`src/hdl/assert_macros.svh`:
```
// Assertion macros used by the RTL.
`ifndef ASSERT_MACROS_SVH
`define ASSERT_MACROS_SVH

// Check a property on every rising clock edge outside reset.
`define ASSERT_AT(lbl, clk, rst_n, prop) \
  lbl: assert property (@(posedge clk) disable iff (!rst_n) prop) \
    else $error("%m: assertion failed");

// Check that a condition never holds outside reset.
`define ASSERT_NEVER(lbl, clk, rst_n, cond) \
  lbl: assert property (@(posedge clk) disable iff (!rst_n) !(cond)) \
    else $error("%m: forbidden condition seen");

`endif

```
`src/hdl/ttu_pkg.sv`:
```
// Types and constants shared by the text-to-integer parser modules.
package ttu_pkg;

  localparam int unsigned ValueW  = 64;
  localparam int unsigned OffsetW = 16;
  localparam int unsigned RadixW  = 6;

  localparam logic [RadixW-1:0] RadixMax = 6'd36;
  localparam logic [RadixW-1:0] RadixOne = 6'd1;
  localparam logic [RadixW-1:0] RadixAuto = 6'd0;
  localparam logic [RadixW-1:0] RadixOct = 6'd8;
  localparam logic [RadixW-1:0] RadixDec = 6'd10;
  localparam logic [RadixW-1:0] RadixHex = 6'd16;
  localparam logic [RadixW-1:0] RadixReset = 6'd10;

  localparam logic [7:0] ChMinus = 8'h2d;
  localparam logic [7:0] ChPlus  = 8'h2b;
  localparam logic [7:0] ChZero  = 8'h30;
  localparam logic [7:0] ChNine  = 8'h39;
  localparam logic [7:0] ChUpA   = 8'h41;
  localparam logic [7:0] ChUpZ   = 8'h5a;
  localparam logic [7:0] ChLoA   = 8'h61;
  localparam logic [7:0] ChLoZ   = 8'h7a;
  localparam logic [7:0] ChUpX   = 8'h58;
  localparam logic [7:0] ChLoX   = 8'h78;
  localparam logic [7:0] ChSpace = 8'h20;
  localparam logic [7:0] ChTab   = 8'h09;
  localparam logic [7:0] ChCr    = 8'h0d;
  localparam logic [7:0] UpBias  = 8'd55;  // 'A' - 10
  localparam logic [7:0] LoBias  = 8'd87;  // 'a' - 10

  typedef enum logic [1:0] {
    ST_OK    = 2'd0,
    ST_RANGE = 2'd1,
    ST_RADIX = 2'd2,
    ST_NODIG = 2'd3
  } status_e;

  typedef struct packed {
    logic              is_space;
    logic              is_minus;
    logic              is_plus;
    logic              is_zero;
    logic              is_x;
    logic              is_digit;
    logic [RadixW-1:0] dval;
  } char_class_t;

  typedef struct packed {
    logic [ValueW-1:0] sum;
    logic              ovf;
  } mac_t;

  typedef struct packed {
    status_e            status;
    logic [OffsetW-1:0] end_offset;
    logic [ValueW-1:0]  value;
  } res_t;

endpackage

```
`src/hdl/text_to_unsigned_integer_parser.sv`:
```
// Top level of the streaming text-to-unsigned-integer parser.
// Converts a byte stream to a 64-bit value with strtoull rules in the C locale.
// Each string opens with a beat whose tuser bit is set; leading white space
// is skipped, one '+' or '-' is taken, and in radix 0 or 16 a 0x / 0X prefix
// is accepted (radix 0 picks 8, 10 or 16 from the prefix). Exactly one result
// beat leaves per string, on the first byte that is not a digit of the radix,
// normally the NUL; an invalid radix (1 or above 36) answers on the start
// byte itself. Bytes outside a string are dropped, and a new start abandons a
// conversion in progress without a result. The radix register is sampled on
// each start beat; write it only while the block is idle. Throughput is one
// byte per cycle unless the result stream stalls: each beat passes through an
// input register, one decode and one 64-by-6 multiply-add with overflow
// check, and a result lands in the result register, which presents it.
// s_axis_tready follows m_axis_tready combinationally when both
// registers are full. No clearing pass is needed after reset.
module text_to_unsigned_integer_parser
  import ttu_pkg::*;
#(
  parameter int unsigned OFFSET_BITS = 16
) (
  input  logic              clk_i,
  input  logic              rst_ni,
  // configuration: radix
  input  logic              cfg_we_i,
  input  logic [RadixW-1:0] cfg_wdata_i,
  // input stream
  input  logic              s_axis_tvalid,
  output logic              s_axis_tready,
  input  logic [7:0]        s_axis_tdata,   // [7:0] char_code
  input  logic              s_axis_tuser,   // [0] string_start
  // result stream
  output logic              m_axis_tvalid,
  input  logic              m_axis_tready,
  output logic [87:0]       m_axis_tdata    // [63:0] value, [79:64] end_offset,
                                            // [81:80] status, [87:82] zero
);

  logic [RadixW-1:0] radix_q;
  logic              in_vld_q, in_vld_d;
  logic [7:0]        char_q;
  logic              start_q;
  logic              in_acc, step_en, out_vld;
  res_t              res;

  // Radix register, reset to decimal
  always_ff @(posedge clk_i or negedge rst_ni) begin
    if (!rst_ni) begin
      radix_q <= RadixReset;
    end else if (cfg_we_i) begin
      radix_q <= cfg_wdata_i;
    end
  end

  // Advance the held beat whenever the result register is free or draining
  assign step_en       = in_vld_q && (!out_vld || m_axis_tready);
  assign s_axis_tready = !in_vld_q || step_en;
  assign in_acc        = s_axis_tvalid && s_axis_tready;

  always_comb begin
    if (in_acc) begin
      in_vld_d = 1'b1;
    end else if (step_en) begin
      in_vld_d = 1'b0;
    end else begin
      in_vld_d = in_vld_q;
    end
  end

  always_ff @(posedge clk_i or negedge rst_ni) begin
    if (!rst_ni) begin
      in_vld_q <= 1'b0;
    end else begin
      in_vld_q <= in_vld_d;
    end
  end

  // Hold the input beat payload
  always_ff @(posedge clk_i) begin
    if (in_acc) begin
      char_q  <= s_axis_tdata;
      start_q <= s_axis_tuser;
    end
  end

  ttu_parse #(
    .OFFSET_BITS (OFFSET_BITS)
  ) u_parse (
    .clk_i       (clk_i),
    .rst_ni      (rst_ni),
    .step_en_i   (step_en),
    .char_i      (char_q),
    .start_i     (start_q),
    .radix_i     (radix_q),
    .out_ready_i (m_axis_tready),
    .out_valid_o (out_vld),
    .res_o       (res)
  );

  assign m_axis_tvalid = out_vld;
  assign m_axis_tdata  = {6'b0, res.status, res.end_offset, res.value};

endmodule

```
`src/hdl/ttu_decode.sv`:
```
// Character classifier: white space, sign, prefix letters and digit value.
module ttu_decode
  import ttu_pkg::*;
(
  input  logic [7:0]  char_i,
  output char_class_t cls_o
);

  logic is_num, is_up, is_lo;
  logic [7:0] dval_full;

  assign is_num = (char_i >= ChZero) && (char_i <= ChNine);
  assign is_up  = (char_i >= ChUpA) && (char_i <= ChUpZ);
  assign is_lo  = (char_i >= ChLoA) && (char_i <= ChLoZ);

  always_comb begin
    if (is_num) begin
      dval_full = char_i - ChZero;
    end else if (is_up) begin
      dval_full = char_i - UpBias;
    end else begin
      dval_full = char_i - LoBias;
    end
  end

  assign cls_o.is_space = (char_i == ChSpace) || ((char_i >= ChTab) && (char_i <= ChCr));
  assign cls_o.is_minus = (char_i == ChMinus);
  assign cls_o.is_plus  = (char_i == ChPlus);
  assign cls_o.is_zero  = (char_i == ChZero);
  assign cls_o.is_x     = (char_i == ChLoX) || (char_i == ChUpX);
  assign cls_o.is_digit = is_num || is_up || is_lo;
  assign cls_o.dval     = dval_full[RadixW-1:0];

endmodule

```
`src/hdl/ttu_mac.sv`:
```
// Multiply-add of the accumulator by the radix, with overflow detect.
module ttu_mac
  import ttu_pkg::*;
(
  input  logic [ValueW-1:0] acc_i,
  input  logic [RadixW-1:0] radix_i,
  input  logic [RadixW-1:0] digit_i,
  output mac_t              mac_o
);

  localparam int unsigned ProdW = ValueW + RadixW;

  logic [ProdW-1:0] prod;

  // digit < radix, so the sum exceeds 64 bits exactly when strtoull overflows
  assign prod = ProdW'(acc_i) * ProdW'(radix_i) + ProdW'(digit_i);

  assign mac_o.sum = prod[ValueW-1:0];
  assign mac_o.ovf = |prod[ProdW-1:ValueW];

endmodule

```
`src/hdl/ttu_parse.sv`:
```
// Parse state machine and result register.
`include "assert_macros.svh"

module ttu_parse
  import ttu_pkg::*;
#(
  parameter int unsigned OFFSET_BITS = 16
) (
  input  logic              clk_i,
  input  logic              rst_ni,
  input  logic              step_en_i,
  input  logic [7:0]        char_i,
  input  logic              start_i,
  input  logic [RadixW-1:0] radix_i,
  input  logic              out_ready_i,
  output logic              out_valid_o,
  output res_t              res_o
);

  typedef enum logic [2:0] {
    PH_IDLE, PH_LEAD, PH_SIGNED, PH_ZERO, PH_HEXPFX, PH_DIGITS
  } phase_e;

  typedef enum logic [1:0] {
    DS_NONE, DS_SOME, DS_OVER
  } dstate_e;

  localparam int unsigned ExtW = (OFFSET_BITS > OffsetW) ? OFFSET_BITS : OffsetW;

  phase_e                 phase_q, phase_d, phase_w;
  dstate_e                ds_q, ds_d, ds_w;
  logic                   neg_q, neg_d, neg_w;
  logic [ValueW-1:0]      acc_q, acc_d, acc_w;
  logic [RadixW-1:0]      erad_q, erad_d, erad_w;
  logic [OFFSET_BITS-1:0] pos_q, pos_d, pos_w;
  logic                   px_q, px_d, px_w;
  logic                   out_vld_q, out_vld_d;
  res_t                   res_q, res_d;

  char_class_t       cls;
  mac_t              mac;
  logic              bad, live, subj, take, digit_ok, res_vld;
  logic [RadixW-1:0] subj_rad, b_raw, b;
  logic [ExtW-1:0]   pos_ext;
  res_t              fin;

  ttu_decode u_decode (
    .char_i (char_i),
    .cls_o  (cls)
  );

  ttu_mac u_mac (
    .acc_i   (acc_w),
    .radix_i (b),
    .digit_i (cls.dval),
    .mac_o   (mac)
  );

  // Working state: a start beat reloads everything, other beats of a live string advance the position
  always_comb begin
    phase_w = phase_q;
    ds_w    = ds_q;
    neg_w   = neg_q;
    acc_w   = acc_q;
    erad_w  = erad_q;
    pos_w   = pos_q;
    px_w    = px_q;
    bad     = 1'b0;
    live    = 1'b0;
    if (start_i) begin
      bad     = (radix_i == RadixOne) || (radix_i > RadixMax);
      live    = !bad;
      pos_w   = '0;
      neg_w   = 1'b0;
      acc_w   = '0;
      ds_w    = DS_NONE;
      erad_w  = bad ? RadixAuto : radix_i;
      px_w    = !bad && ((radix_i == RadixAuto) || (radix_i == RadixHex));
      phase_w = bad ? PH_IDLE : PH_LEAD;
    end else if (phase_q != PH_IDLE) begin
      live  = 1'b1;
      pos_w = (&pos_q) ? pos_q : pos_q + OFFSET_BITS'(1);
    end
    subj_rad = (erad_w == RadixAuto) ? RadixDec : erad_w;
    b_raw    = ((phase_w == PH_LEAD) || (phase_w == PH_SIGNED)) ? subj_rad : erad_w;
    b        = ((b_raw < 6'd2) || (b_raw > RadixMax)) ? RadixDec : b_raw;
    digit_ok = cls.is_digit && (cls.dval < b);
  end

  // Result of ending the conversion on the current beat
  always_comb begin
    pos_ext = ExtW'(pos_w);
    fin.value      = '0;
    fin.status     = ST_NODIG;
    fin.end_offset = '0;
    if (ds_w == DS_SOME) begin
      fin.value  = neg_w ? (ValueW'(0) - acc_w) : acc_w;
      fin.status = ST_OK;
    end else if (ds_w == DS_OVER) begin
      fin.value  = '1;
      fin.status = ST_RANGE;
    end
    if (ds_w != DS_NONE) begin
      fin.end_offset = (pos_ext > ExtW'(16'hffff)) ? 16'hffff : pos_ext[OffsetW-1:0];
    end
  end

  always_comb begin
    phase_d = phase_w;
    ds_d    = ds_w;
    neg_d   = neg_w;
    acc_d   = acc_w;
    erad_d  = erad_w;
    pos_d   = pos_w;
    px_d    = px_w;
    subj    = 1'b0;
    take    = 1'b0;
    res_vld = 1'b0;
    res_d   = fin;
    if (bad) begin
      res_vld          = 1'b1;
      res_d.value      = '0;
      res_d.end_offset = '0;
      res_d.status     = ST_RADIX;
    end else if (live) begin
      unique case (phase_w)
        PH_LEAD: begin
          if (cls.is_space) begin
            phase_d = PH_LEAD;
          end else if (cls.is_minus) begin
            neg_d   = 1'b1;
            phase_d = PH_SIGNED;
          end else if (cls.is_plus) begin
            phase_d = PH_SIGNED;
          end else begin
            subj = 1'b1;
          end
        end
        PH_SIGNED: subj = 1'b1;
        PH_ZERO: begin
          if (cls.is_x) begin
            erad_d  = RadixHex;
            acc_d   = '0;
            ds_d    = DS_NONE;
            phase_d = PH_HEXPFX;
          end else begin
            take = 1'b1;
          end
        end
        PH_HEXPFX, PH_DIGITS: take = 1'b1;
        default: phase_d = PH_IDLE;
      endcase
      if (subj) begin
        if (px_w && cls.is_zero) begin
          // leading zero: octal in auto mode, or the start of a hex prefix
          erad_d  = (erad_w == RadixAuto) ? RadixOct : RadixHex;
          acc_d   = '0;
          ds_d    = DS_SOME;
          phase_d = PH_ZERO;
        end else begin
          erad_d = subj_rad;
          take   = 1'b1;
        end
      end
      if (take) begin
        phase_d = PH_DIGITS;
        if (!digit_ok) begin
          res_vld = 1'b1;
          phase_d = PH_IDLE;
        end else if (ds_w == DS_OVER) begin
          ds_d = DS_OVER;
        end else if (mac.ovf) begin
          ds_d  = DS_OVER;
          acc_d = '1;
        end else begin
          ds_d  = DS_SOME;
          acc_d = mac.sum;
        end
      end
    end
    if (step_en_i) begin
      out_vld_d = res_vld;
    end else begin
      out_vld_d = out_vld_q && !out_ready_i;
    end
  end

  always_ff @(posedge clk_i or negedge rst_ni) begin
    if (!rst_ni) begin
      phase_q   <= PH_IDLE;
      ds_q      <= DS_NONE;
      neg_q     <= 1'b0;
      acc_q     <= '0;
      erad_q    <= '0;
      pos_q     <= '0;
      px_q      <= 1'b0;
      out_vld_q <= 1'b0;
    end else begin
      out_vld_q <= out_vld_d;
      if (step_en_i) begin
        phase_q <= phase_d;
        ds_q    <= ds_d;
        neg_q   <= neg_d;
        acc_q   <= acc_d;
        erad_q  <= erad_d;
        pos_q   <= pos_d;
        px_q    <= px_d;
      end
    end
  end

  always_ff @(posedge clk_i) begin
    if (step_en_i && res_vld) begin
      res_q <= res_d;
    end
  end

  assign out_valid_o = out_vld_q;
  assign res_o       = res_q;

  `ASSERT_AT(a_bad_radix_answers, clk_i, rst_ni,
             (step_en_i && start_i && bad) |=> (out_vld_q && (res_q.status == ST_RADIX)))
  `ASSERT_AT(a_result_goes_idle, clk_i, rst_ni,
             (step_en_i && res_vld) |=> (phase_q == PH_IDLE))
  `ASSERT_NEVER(a_over_saturates, clk_i, rst_ni, (ds_q == DS_OVER) && (acc_q != '1))
  `ASSERT_AT(a_nodig_is_empty, clk_i, rst_ni,
             (out_vld_q && (res_q.status == ST_NODIG)) |->
             ((res_q.value == '0) && (res_q.end_offset == '0)))

endmodule
```
`config.mk`:
```
export PLATFORM = sky130hd
export DESIGN_NAME = text_to_unsigned_integer_parser
export DESIGN_NICKNAME = d
export VERILOG_FILES = /design/src/hdl/ttu_pkg.sv /design/src/hdl/text_to_unsigned_integer_parser.sv /design/src/hdl/ttu_decode.sv /design/src/hdl/ttu_mac.sv /design/src/hdl/ttu_parse.sv
export VERILOG_INCLUDE_DIRS = /design/src /design/src/hdl
export SDC_FILE = /design/constraint.sdc
export NUM_CORES = 1
export LEC_CHECK = 0
export BUFFER_PORTS_ARGS = -buffer_cell sky130_fd_sc_hd__buf_4
export CORE_MARGIN = 8
export CORE_UTILIZATION = 58
export CTS_BUF_LIST = sky130_fd_sc_hd__clkbuf_16
export DETAILED_ROUTE_END_ITERATION = 8
export PLACE_DENSITY = 0.77
export SLEW_MARGIN = 10
export SYNTH_ARGS = -nofsm -noshare
export SYNTH_HDL_FRONTEND = slang
export SYNTH_SLANG_ARGS = --single-unit
```
`constraint.sdc`:
```
create_clock -name clk_i -period 8.85 [get_ports clk_i]
set_clock_uncertainty 0.15 [all_clocks]
set_input_delay 0.4425 -clock clk_i [delete_from_list [all_inputs] [get_ports clk_i]]
set_output_delay 0.4425 -clock clk_i [all_outputs]
set_load 0.01 [all_outputs]
```
; After elaboration in Yosys (flattened, before gate mapping)
; Cells that the tools add are included.
[totals]
reg_bits = 192
output_inout_bits = 90
[op_classes]
addsub = 6
mul = 1
n_lt_le_gt_ge = 13
n_eq_ne = 15
mux = 87
n_bitwise = 1
n_reduce_logical = 36
[ops]
columns = operator, n
row1 = $mux W64, 14
row2 = $mux W6, 13
row3 = $add A70 B6 Y70, 1
row4 = $mul A64 B6 Y70, 1
row5 = $mux W16, 4
row6 = $sub A1 B64 Y64 const A, 1
row7 = $mux W3, 11
row8 = $eq A8 B6 Y1 const B, 4
row9 = $mux W1, 28
row10 = $mux W2, 13
row11 = $add A16 B1 Y16 const B, 1
row12 = $eq A8 B7 Y1 const B, 2
row13 = $ge A8 B7 Y1 const B, 2
row14 = $gt A16 B16 Y1 const B, 1
row15 = $le A8 B7 Y1 const B, 2
row16 = $reduce_and A16 Y1, 1
row17 = $gt A6 B6 Y1 const B, 2
row18 = $logic_not A6 Y1, 2
row19 = $sub A6 B6 Y6 const B, 2
row20 = $logic_and A1 B1 Y1, 11
row21 = $logic_or A1 B1 Y1, 10
row22 = $pmux W3 S3, 1
row23 = $ge A8 B4 Y1 const B, 1
row24 = $ge A8 B6 Y1 const B, 1
row25 = other kinds (21), 30

; Logic depth before layout (Yosys ltp)
; Gate-level depths: netlist of the first run.
[depth]
depth_word = 19
mapped_depth = 33
depth_no_buf = 28

; Modules after synthesis
; From an unflattened synthesis of the first run, not the netlist that was laid out.
[unflattened]
hier_cells = 2558
area_unflattened_um2 = 24063.1
[modules_own_cells]
columns = mod, instances, cells_each, area_per_inst_um2
row1 = ttu_mac, 1, 1385, 12704.7
row2 = ttu_parse, 1, 1075, 10257.3
row3 = text_to_unsigned_integer_parser, 1, 35, 629.4
row4 = ttu_decode, 1, 63, 471.7

; Worst setup path before layout of the first run
; OpenSTA, ideal clock, no wires.
[synth_timing]
kind = register -> register
startpoint = register radix_q[2]
endpoint = register u_parse.acc_q[0]
t_arrival_ps = 7959
t_required_ps = 8568
slack_ps = 610
stages_incl_launch_ff = 34
path_buffers = 5
synth_period_minus_slack_ps = 8240
cell_sequence = dfrtp_1 -> buf_2 -> a211o_1 -> a221oi_4 -> a22oi_1 -> or3_1 -> nand2b_1 -> a211oi_1 -> a21oi_1 -> nor3b_1 -> clkbuf_1 -> buf_2 -> nor2_1 -> fa_1 -> inv_1 -> fa_1 -> inv_1 -> fa_1 -> inv_1 -> fa_1 -> inv_1 -> ha_1 -> o211ai_1 -> o21a_1 -> a2111oi_0 -> o31ai_1 -> a221oi_1 -> or4_1 -> a21oi_1 -> a2111oi_4 -> and3_1 -> buf_4 -> buf_8 -> o211ai_2
[synth_between]
elab_chain_len = 19
elab_cells_between_ends = 52
classes_between = add/sub: 1 / mul: 1 / order compare: 4 / eq/ne: 7 / mux: 27 / reduce/logical: 12
[synth_rtl]
columns = item, line
row1 = start: declaration, text_to_unsigned_integer_parser.sv:38  ; logic [RadixW-1:0] radix_q;
row2 = start signal: assignment, text_to_unsigned_integer_parser.sv:48  ; radix_q <= RadixReset;
row3 = start signal: assignment, text_to_unsigned_integer_parser.sv:50  ; radix_q <= cfg_wdata_i;
row4 = $gt A6 B6 Y1 or $eq A6 B1 Y1 (tied branches), ttu_parse.sv:71  ; bad = (radix_i == RadixOne) || (radix_i > RadixMax);
row5 = $logic_or A1 B1 Y1, ttu_parse.sv:71
row6 = $mux W6 or $mux W1 (tied branches), "ttu_parse.sv:77, ttu_parse.sv:79"
row7 = $mux W6 or $mux W3 (tied branches), ttu_parse.sv:70  ; if (start_i) begin
row8 = $logic_not A6 Y1 (tied with other cells), ttu_parse.sv:84  ; subj_rad = (erad_w == RadixAuto) ? RadixDec : erad_w;
row9 = $mux W6 or $logic_or A1 B1 Y1 (tied branches), "ttu_parse.sv:84, ttu_parse.sv:85"
row10 = $mux W6, ttu_parse.sv:85  ; b_raw = ((phase_w == PH_LEAD) || (phase_w == PH_SIGNED)) ? subj_rad : erad_w;
row11 = $lt A6 B2 Y1 or $gt A6 B6 Y1 (tied branches), ttu_parse.sv:86  ; b = ((b_raw < 6'd2) || (b_raw > RadixMax)) ? RadixDec : b_raw;
row12 = (+3 left out), -
row13 = $add A70 B6 Y70, ttu_mac.sv:16  ; assign prod = ProdW'(acc_i) * ProdW'(radix_i) + ProdW'(digit_i);
row14 = $reduce_or A6 Y1, ttu_mac.sv:19  ; assign mac_o.ovf = |prod[ProdW-1:ValueW];
row15 = $mux W64, ttu_parse.sv:172  ; end else if (mac.ovf) begin
row16 = $mux W64, ttu_parse.sv:170  ; end else if (ds_w == DS_OVER) begin
row17 = $mux W64, ttu_parse.sv:167  ; if (!digit_ok) begin
row18 = $mux W64, ttu_parse.sv:165  ; if (take) begin
row19 = $mux W64, ttu_parse.sv:125  ; end else if (live) begin
row20 = $mux W64 (*), ttu_parse.sv:120  ; if (bad) begin
row21 = end signal: assignment, ttu_parse.sv:193  ; acc_q <= '0;
row22 = end signal: assignment, ttu_parse.sv:204  ; acc_q <= acc_d;
row23 = end: declaration, ttu_parse.sv:33  ; logic [ValueW-1:0] acc_q, acc_d, acc_w;
; Mark *: on every way between the ends. The rest lies on a longest branch, timed or not. The select of a mux whose other input is x is not followed.
; A chain may end at the register's enable or synchronous reset.

; Worst setup path in the final report of the first run
[layout_timing]
startpoint = register radix_q[2]
endpoint = register u_parse.ds_q[0]
[layout_between]
elab_chain_len = 19
elab_cells_between_ends = 52
classes_between = add/sub: 1 / mul: 1 / order compare: 4 / eq/ne: 7 / mux: 27 / reduce/logical: 12
[layout_rtl]
columns = item, line
row1 = $gt A6 B6 Y1 or $eq A6 B1 Y1 (tied branches), ttu_parse.sv:71
row2 = $logic_or A1 B1 Y1, ttu_parse.sv:71
row3 = $mux W6 or $mux W1 (tied branches), "ttu_parse.sv:77, ttu_parse.sv:79"
row4 = $mux W6 or $mux W3 (tied branches), ttu_parse.sv:70
row5 = $logic_not A6 Y1 (tied with other cells), ttu_parse.sv:84
row6 = $mux W6 or $logic_or A1 B1 Y1 (tied branches), "ttu_parse.sv:84, ttu_parse.sv:85"
row7 = $mux W6, ttu_parse.sv:85
row8 = $lt A6 B2 Y1 or $gt A6 B6 Y1 (tied branches), ttu_parse.sv:86
row9 = (+3 left out), -
row10 = $add A70 B6 Y70, ttu_mac.sv:16
row11 = $reduce_or A6 Y1, ttu_mac.sv:19
row12 = $mux W2, ttu_parse.sv:172
row13 = $mux W2, ttu_parse.sv:170
row14 = $mux W2, ttu_parse.sv:167
row15 = $mux W2, ttu_parse.sv:165
row16 = $mux W2, ttu_parse.sv:125
row17 = $mux W2 (*), ttu_parse.sv:120
row18 = end signal: assignment, ttu_parse.sv:202  ; ds_q <= ds_d;
row19 = end: declaration, ttu_parse.sv:31  ; dstate_e ds_q, ds_d, ds_w;
; Marked as above.

==> impl_metrics.csv, run 1 <==
group,metric,value,unit
drt,drt_iter0_drc,3060,
yosys,ys_ff_latch,192,
yosys,synth_compound_area_frac,0.185,
timing,relSlewSlack,0.225,
yosys,yosysWarnings,0,
finish,drive_gt1_frac,0.0949,
finish,nets,3269,
timing,finalHoldViolations,0,
yosys,mappedNetlistArea,24100,sq um
yosys,muxShareOfSynthArea,0.0131,
critical_path,cp-end-kind,"register",
pwr,peakVddDrop,0.165,mV
timing,max_freq,0.116,GHz
yosys,synth.most_common_cell,"nor2_1",
drt,wl_per_cell,23.1,um
yosys,synthCells,2821,
drt,drt-pass1-iter-count,6,
timing,finalSetupViolCount,0,
yosys,ys_seq_area_frac,0.219,
yosys,yosysTopAreaCell,"fa_1",
clock_network,cts.sinks,192,
clock_network,clk_pin_slew_worst_paths,0.07,ns
yosys,yosys_most_used_dff,"dfrtp_1",
placed_design,io_buffers,103,
yosys,synth-adder-area-share,0.295,
global_routing,grt_pass1_vias,22035,
finish,n_antenna_cell,0,
drt,drc_errors,0,
clock_network,htreeDepth,4,
yosys,synth_xor_area_frac,0.0473,
placed_design,place.gp.congestion,1.02,
yosys,syn-mean-instance-area,8.54,sq um
timing,min_period,8.65,ns
pwr,power,6250,uW
global_routing,antenna_found_initial,1,
critical_path,crit_fanout,23,
clock_network,cts_tree,"built",
yosys,synth.distinct_cells,84,
die,initial_utilization,0.588,
clock_network,cts_buffers,17,
clock_network,cts_root_buffer,"clkbuf_16",
critical_path,arrival,8.84,ns
yosys,synth_top_family_by_area,"adder cells",
critical_path,cp_slowest_cell,"o31ai_1",
min_path,min_path_type,"input pin to register",
pwr,leakage,0.0119,uW
yosys,synth_top_area_share,0.210,
critical_path,critPathKind,"register to register",
critical_path,critPathTopFamily,"compound AO/OA/AOI/OAI gates",
job,maxCapViolCount,0,
global_routing,grt_pass1_wl,123,mm
global_routing,grt_overflow,0,
critical_path,cp.required,9.04,ns
finish,syn2layout_area_growth,8.35,%
die,pin_count,110,
die,core_area,40900,sq um
yosys,synthArstFlopShare,0.526,
critical_path,path_buf_inv,5,
clock_network,clockBufferDepth,2,
die,dieWidth,220,um
timing,tightest_slew,1.15,ns
timing,drv_slew,0,
timing,post-route-period-util,0.977,
critical_path,max_stage_delay,0.65,ns
die,rows,74,
critical_path,worst_setup_path_start_kind,"register",
pwr,power.density,240,nW/um^2
die,die-area,48300,sq um
drt,wl,78.0,mm
drt,vias,22350,
clock_network,insertion_delay,0.47,ns
timing,fin_hold_ws,0.0101,ns
die,die_height,220,um
yosys,synth-edff-count,91,
global_routing,track_usage,0.320,
yosys,synth-simple-area-share,0.194,
placed_design,dp_hpwl,58.7,mm
yosys,synth_commonest_cells,"nor2_1 (557), nand2_1 (258), fa_1 (252), o21ai_0 (175), a21oi_1 (168)",
drt,via_per_inst,6.62,
drt,postRouteAntennaNets,0,
yosys,synthTopCellsByArea,"fa_1 (21%), edfxtp_1 (11%), dfrtp_1 (10%)",
global_routing,grt_max_degree,66,
run_status,status,"finished clean",
[report_power, final]
| group | total (uW) | switching, uW | internal [uW] |
|---|---|---|---|
| sequential | 1520 | 263 | 1260 |
| combinational | 3930 | 2550 | 1380 |
| clock | 800 | 379 | 420 |
[stage by stage]
stage	instance area (sq um)	instances	setup TNS [ns]	setup WS, ns	util
2_1_floorplan	24100	2826	0	0.610	-
3_3_place_gp	25300	3335	0	0.296	0.618
3_5_place_dp	25300	3335	0	0.129	0.618
4_1_cts	25900	3370	0	0.0886	0.633
5_1_grt	26100	3378	-1.09	-0.0380	0.638
6_report	26100	3378	0	0.202	0.638
[per-layer routing]
metal	routed length, um	GRT usage	vias to the layer above
met4	2690	0.115	2
li1	-	-	9786
met3	9280	0.0709	207
met2	35300	0.501	1517
met1	30600	0.435	10838
met5	13	0	-
[cell families after synthesis]
group / Yosys count
AO/OA/AOI/OAI: 698
XOR/XNOR: 130
adder cells (fa/ha/maj): 416
buffers and inverters: 274
flip-flops: 192
multiplexers: 29
other: 1
AND/OR/NAND/NOR: 1081
[registers in the layout (all words and copies together) (netlist names)]
register / flops
start_q: 1
char_q: 8
u_parse.out_valid_o: 1
u_parse.erad_q: 6
u_parse.acc_q: 64
u_parse.res_o: 82
radix_q: 6
u_parse.px_q: 1
u_parse.phase_q: 3
u_parse.neg_q: 1
in_vld_q: 1
u_parse.ds_q: 2
u_parse.pos_q: 16
[final cells by class]
cell class | count | area, sq um
repair buffers | 171 | 1420
fillers | 3449 | 14800
flip-flops and latches | 192 | 5260
multi-input cells | 2360 | 17800
well taps | 532 | 666
inverters | 91 | 344
clock inverters | 15 | 161
clock buffers | 17 | 425
[path summary, 6_finish.rpt]
path                                   startpoint                end  slack (ns)  depth (start not counted)
worst max-delay path                   radix_q[2]    u_parse.ds_q[0]        0.20                         29
worst min-delay path              s_axis_tdata[4]          char_q[4]        0.01                          1
worst max register to register         radix_q[2]    u_parse.ds_q[0]        0.20                         29
worst min register to register  u_parse.erad_q[1]  u_parse.erad_q[1]        0.36                          2
max in group asynchronous                  rst_ni  u_parse.acc_q[17]        6.86                          3
min in group asynchronous                  rst_ni         radix_q[5]        0.36                          2
[cell usage in the layout (no fill, tap or decap), types with 7 or more instances in the layout]
cell       instances
fa_1             252
o21ai_0          173
nor4_1            21
nand2b_1          34
o21ai_1           51
o211ai_2          10
xor2_1            46
a21boi_0          30
nor3_1            37
nand2_1          256
or3_1             18
o21a_1            23
edfxtp_1          91
a31oi_1           19
a21o_1            29
xnor2_1           84
nor2b_1           10
dfrtp_1           99
a22oi_1            8
o31ai_1           24
clkbuf_16         20
ha_1             163
o21bai_1          26
nor2_1           554
a2bb2oi_1         42
nand4_1           35
and3_1            16
or2_2             10
a21oi_1          167
a211oi_1          15
buf_4            156
o211ai_1          15
inv_1             90
nand3_1           46
mux2i_1            8
mux2_2            21
and2_1             7
[what timing repair did]
action	CTS	global route
hold buffers	3	1
setup endpoints to repair	0	66
endpoints found under the hold margin	36	1
setup buffers	0	4
resized for setup	0	17
(Power assumes the default switching activity.)
==> inputs of run 2 (changes only) <==
--- a/config.mk
+++ b/config.mk
@@ -6,11 +6,11 @@
 export SDC_FILE = /design/constraint.sdc
 export NUM_CORES = 1
 export LEC_CHECK = 0
-export BUFFER_PORTS_ARGS = -buffer_cell sky130_fd_sc_hd__buf_4
 export CORE_MARGIN = 8
-export CORE_UTILIZATION = 58
+export CORE_UTILIZATION = 60
 export CTS_BUF_LIST = sky130_fd_sc_hd__clkbuf_16
 export DETAILED_ROUTE_END_ITERATION = 8
+export DONT_BUFFER_PORTS = 1
 export PLACE_DENSITY = 0.77
 export SLEW_MARGIN = 10
 export SYNTH_ARGS = -nofsm -noshare
==> run 2 against run 1 <==
Fmax up 0.55%; setup slack better by 0.048 ns; cell count down 2.9%; power fell by 2.0%; core utilization increased by 0.57 points; die area shrank 3.1%; register-to-register slack improved by 0.05 ns; non-clock buffer count is 91 lower; first-iteration DRC count fell by 1.2%; final area decreased by 2.3%; critical path type unchanged; largest cell class unchanged; highest routed layer unchanged.
==> impl_metrics.csv, run 2 (synthesized netlist as in run 1, its figures left out) <==
group,metric,value,unit
pwr,pwr-share-seq,0.265,
pwr,intPower,2930,uW
clock_network,cts_tree,"built",
timing,relSlewSlack,0.105,
drt,drt_iter0_drc,3023,
clock_network,insertion_delay,0.47,ns
drt,wl,78.8,mm
global_routing,grt_pass1_vias,21853,
critical_path,max_stage_delay,0.62,ns
global_routing,grt_pass1_wl,123,mm
clock_network,htreeDepth,4,
drt,top_layer,"met5",
clock_network,clk_pin_slew_worst_paths,0.08,ns
drt,wl_met2,35.4,mm
timing,min_period,8.60,ns
die,die_height,216,um
finish,final_cell_mix,"nor2_1 (553), nand2_1 (256), fa_1 (252)",
critical_path,reg2reg_setup_slack,0.25,ns
clock_network,cts.sinks,192,
finish,nets,3178,
die,core_area,39600,sq um
global_routing,antenna_found_initial,2,
placed_design,dp_hpwl,58.5,mm
die,die-area,46800,sq um
die,rows,73,
timing,fin_tns_setup,0,ns
critical_path,cp.required,9.05,ns
critical_path,critPathTopFamily,"simple AND/OR/NAND/NOR gates",
global_routing,grt_overflow,0,
drt,drc_errors,0,
finish,fin_area,25500,sq um
critical_path,cp_slowest_cell,"nor3_1",
die,initial_utilization,0.607,
placed_design,place.gp.congestion,1.01,
critical_path,arrival,8.80,ns
finish,postLayoutCoreUtil,0.643,
drt,wl_met3,8.94,mm
placed_design,place_area,24500,sq um
clock_network,clockBufferDepth,2,
timing,finalSetupViolCount,0,
pwr,leakage,0.0114,uW
finish,syn2layout_area_growth,5.89,%
drt,drt-pass1-iter-count,6,
finish,n_antenna_cell,0,
job,maxCapViolCount,0,
timing,finalHoldViolations,0,
drt,wl_met1,31.4,mm
run_status,status,"finished clean",
global_routing,track_usage,0.330,
timing,tightest_slew,1.34,ns
drt,via_per_inst,6.75,
pwr,peakVddDrop,0.154,mV
min_path,min_path_type,"input pin to register",
finish,largest_reg_flops,82,
pwr,clock_power_share,0.134,
critical_path,worst_setup_path_start_kind,"register",
die,pin_count,110,
clock_network,cts_buffers,17,
timing,post-route-period-util,0.972,
finish,drive_gt1_frac,0.0599,
finish,fillers,3355,
placed_design,io_buffers,0,
die,dieWidth,216,um
drt,vias,22131,
pwr,swShare,0.522,
finish,final_common_cell,"nor2_1",
pwr,combinationalPowerShare,0.601,
global_routing,grt_max_degree,102,
drt,postRouteAntennaNets,0,
pwr,p_sw,3200,uW
drt,wl_per_cell,24.0,um
timing,drv_slew,0,
clock_network,cts_root_buffer,"clkbuf_16",
critical_path,crit_fanout,21,
critical_path,path_buf_inv,4,
critical_path,critPathKind,"register to register",
pwr,power.density,240,nW/um^2
pwr,power,6130,uW
critical_path,cp-end-kind,"register",
timing,max_freq,0.116,GHz
==> run 2: changes by cell type in the layout (fill, tap and decap cells not counted), moves of 2 or more <==
| cell | before | now |
|---|---|---|
| clkinvlp_4 | 1 | 3 |
| buf_6 | 3 | 1 |
| ha_2 | 1 | 5 |
| buf_12 | 4 | 8 |
| buf_4 | 156 | 44 |
| dlygate4sd3_1 | 4 | 23 |
| ha_1 | 163 | 159 |
| inv_8 | 1 | 4 |
| clkbuf_16 | 20 | 18 |
| clkinv_2 | 5 | 1 |
==> run 2: cell type report <==
| class | count | area, sq um | area share |
|---|---|---|---|
| clock inverters | 15 | 175 | 0.00687 |
| clock buffers | 17 | 425 | 0.0167 |
| repair buffers | 80 | 813 | 0.0319 |
| well taps | 525 | 657 | 0.0258 |
| multi-input cells | 2360 | 17800 | 0.699 |
| flip-flops and latches | 192 | 5260 | 0.206 |
| inverters | 91 | 343 | 0.0134 |
==> run 2: stage by stage <==
| stage | hold slack (ns) | cells | worst slack [ns] |
|---|---|---|---|
| after floorplan | -0.00309 | 2826 | 0.610 |
| after global placement | 0.000105 | 3219 | 0.278 |
| after detailed placement | 0.00178 | 3219 | 0.0636 |
| after CTS | 0.0804 | 3275 | 0.0892 |
| after global routing | 0.124 | 3280 | -0.0243 |
| final | 0.0974 | 3280 | 0.249 |
==> run 2: power by group through the flow <==
stage | sequential, uW | clock [uW] | combinational [uW]
4_1_cts | 1620 | 817 | 3540
6_report | 1630 | 819 | 3690
2_1_floorplan | 1510 | 0 | 2470
3_3_place_gp | 1620 | 0 | 3410
3_5_place_dp | 1630 | 0 | 3480
5_1_grt | 1650 | 846 | 3980
==> run 2: path summary, 6_finish.rpt <==
check                              start             endpoint  cells after the start
setup / recovery              radix_q[4]    u_parse.acc_q[12]                     28
hold / removal             m_axis_tready  u_parse.out_valid_o                      2
setup reg to reg              radix_q[4]    u_parse.acc_q[12]                     28
hold reg to reg             u_parse.px_q         u_parse.px_q                      2
max in group asynchronous         rst_ni    u_parse.acc_q[26]                      2
min in group asynchronous         rst_ni           radix_q[4]                      2
==> run 2: metal layers <==
layer  up-vias  GRT usage
met5         -          0
met4         2      0.132
met3       233     0.0747
met2      1514      0.512
met1     10776      0.447
li1       9606          -
==> run 2: what timing repair did <==
action / CTS / global route
pin swaps: 0 / 2
setup endpoints to repair: 8 / 65
gates cloned: 0 / 1
hold buffers: 24 / 0
buffers inserted: 0 / 4
resized for setup: 1 / 19
endpoints found under the hold margin: 117 / 0
==> run 2: worst register-to-register path: cells and delay by family, from the launching register on <==
kind	cells	cell delay, ns
AOI/OAI and AO/OA	8	1.77
xor gates and xnor gates	1	0.23
adders and majority gates	5	2.30
buffers and inverters	4	0.89
DFF	1	0.45
and+or+nand+nor	10	2.72
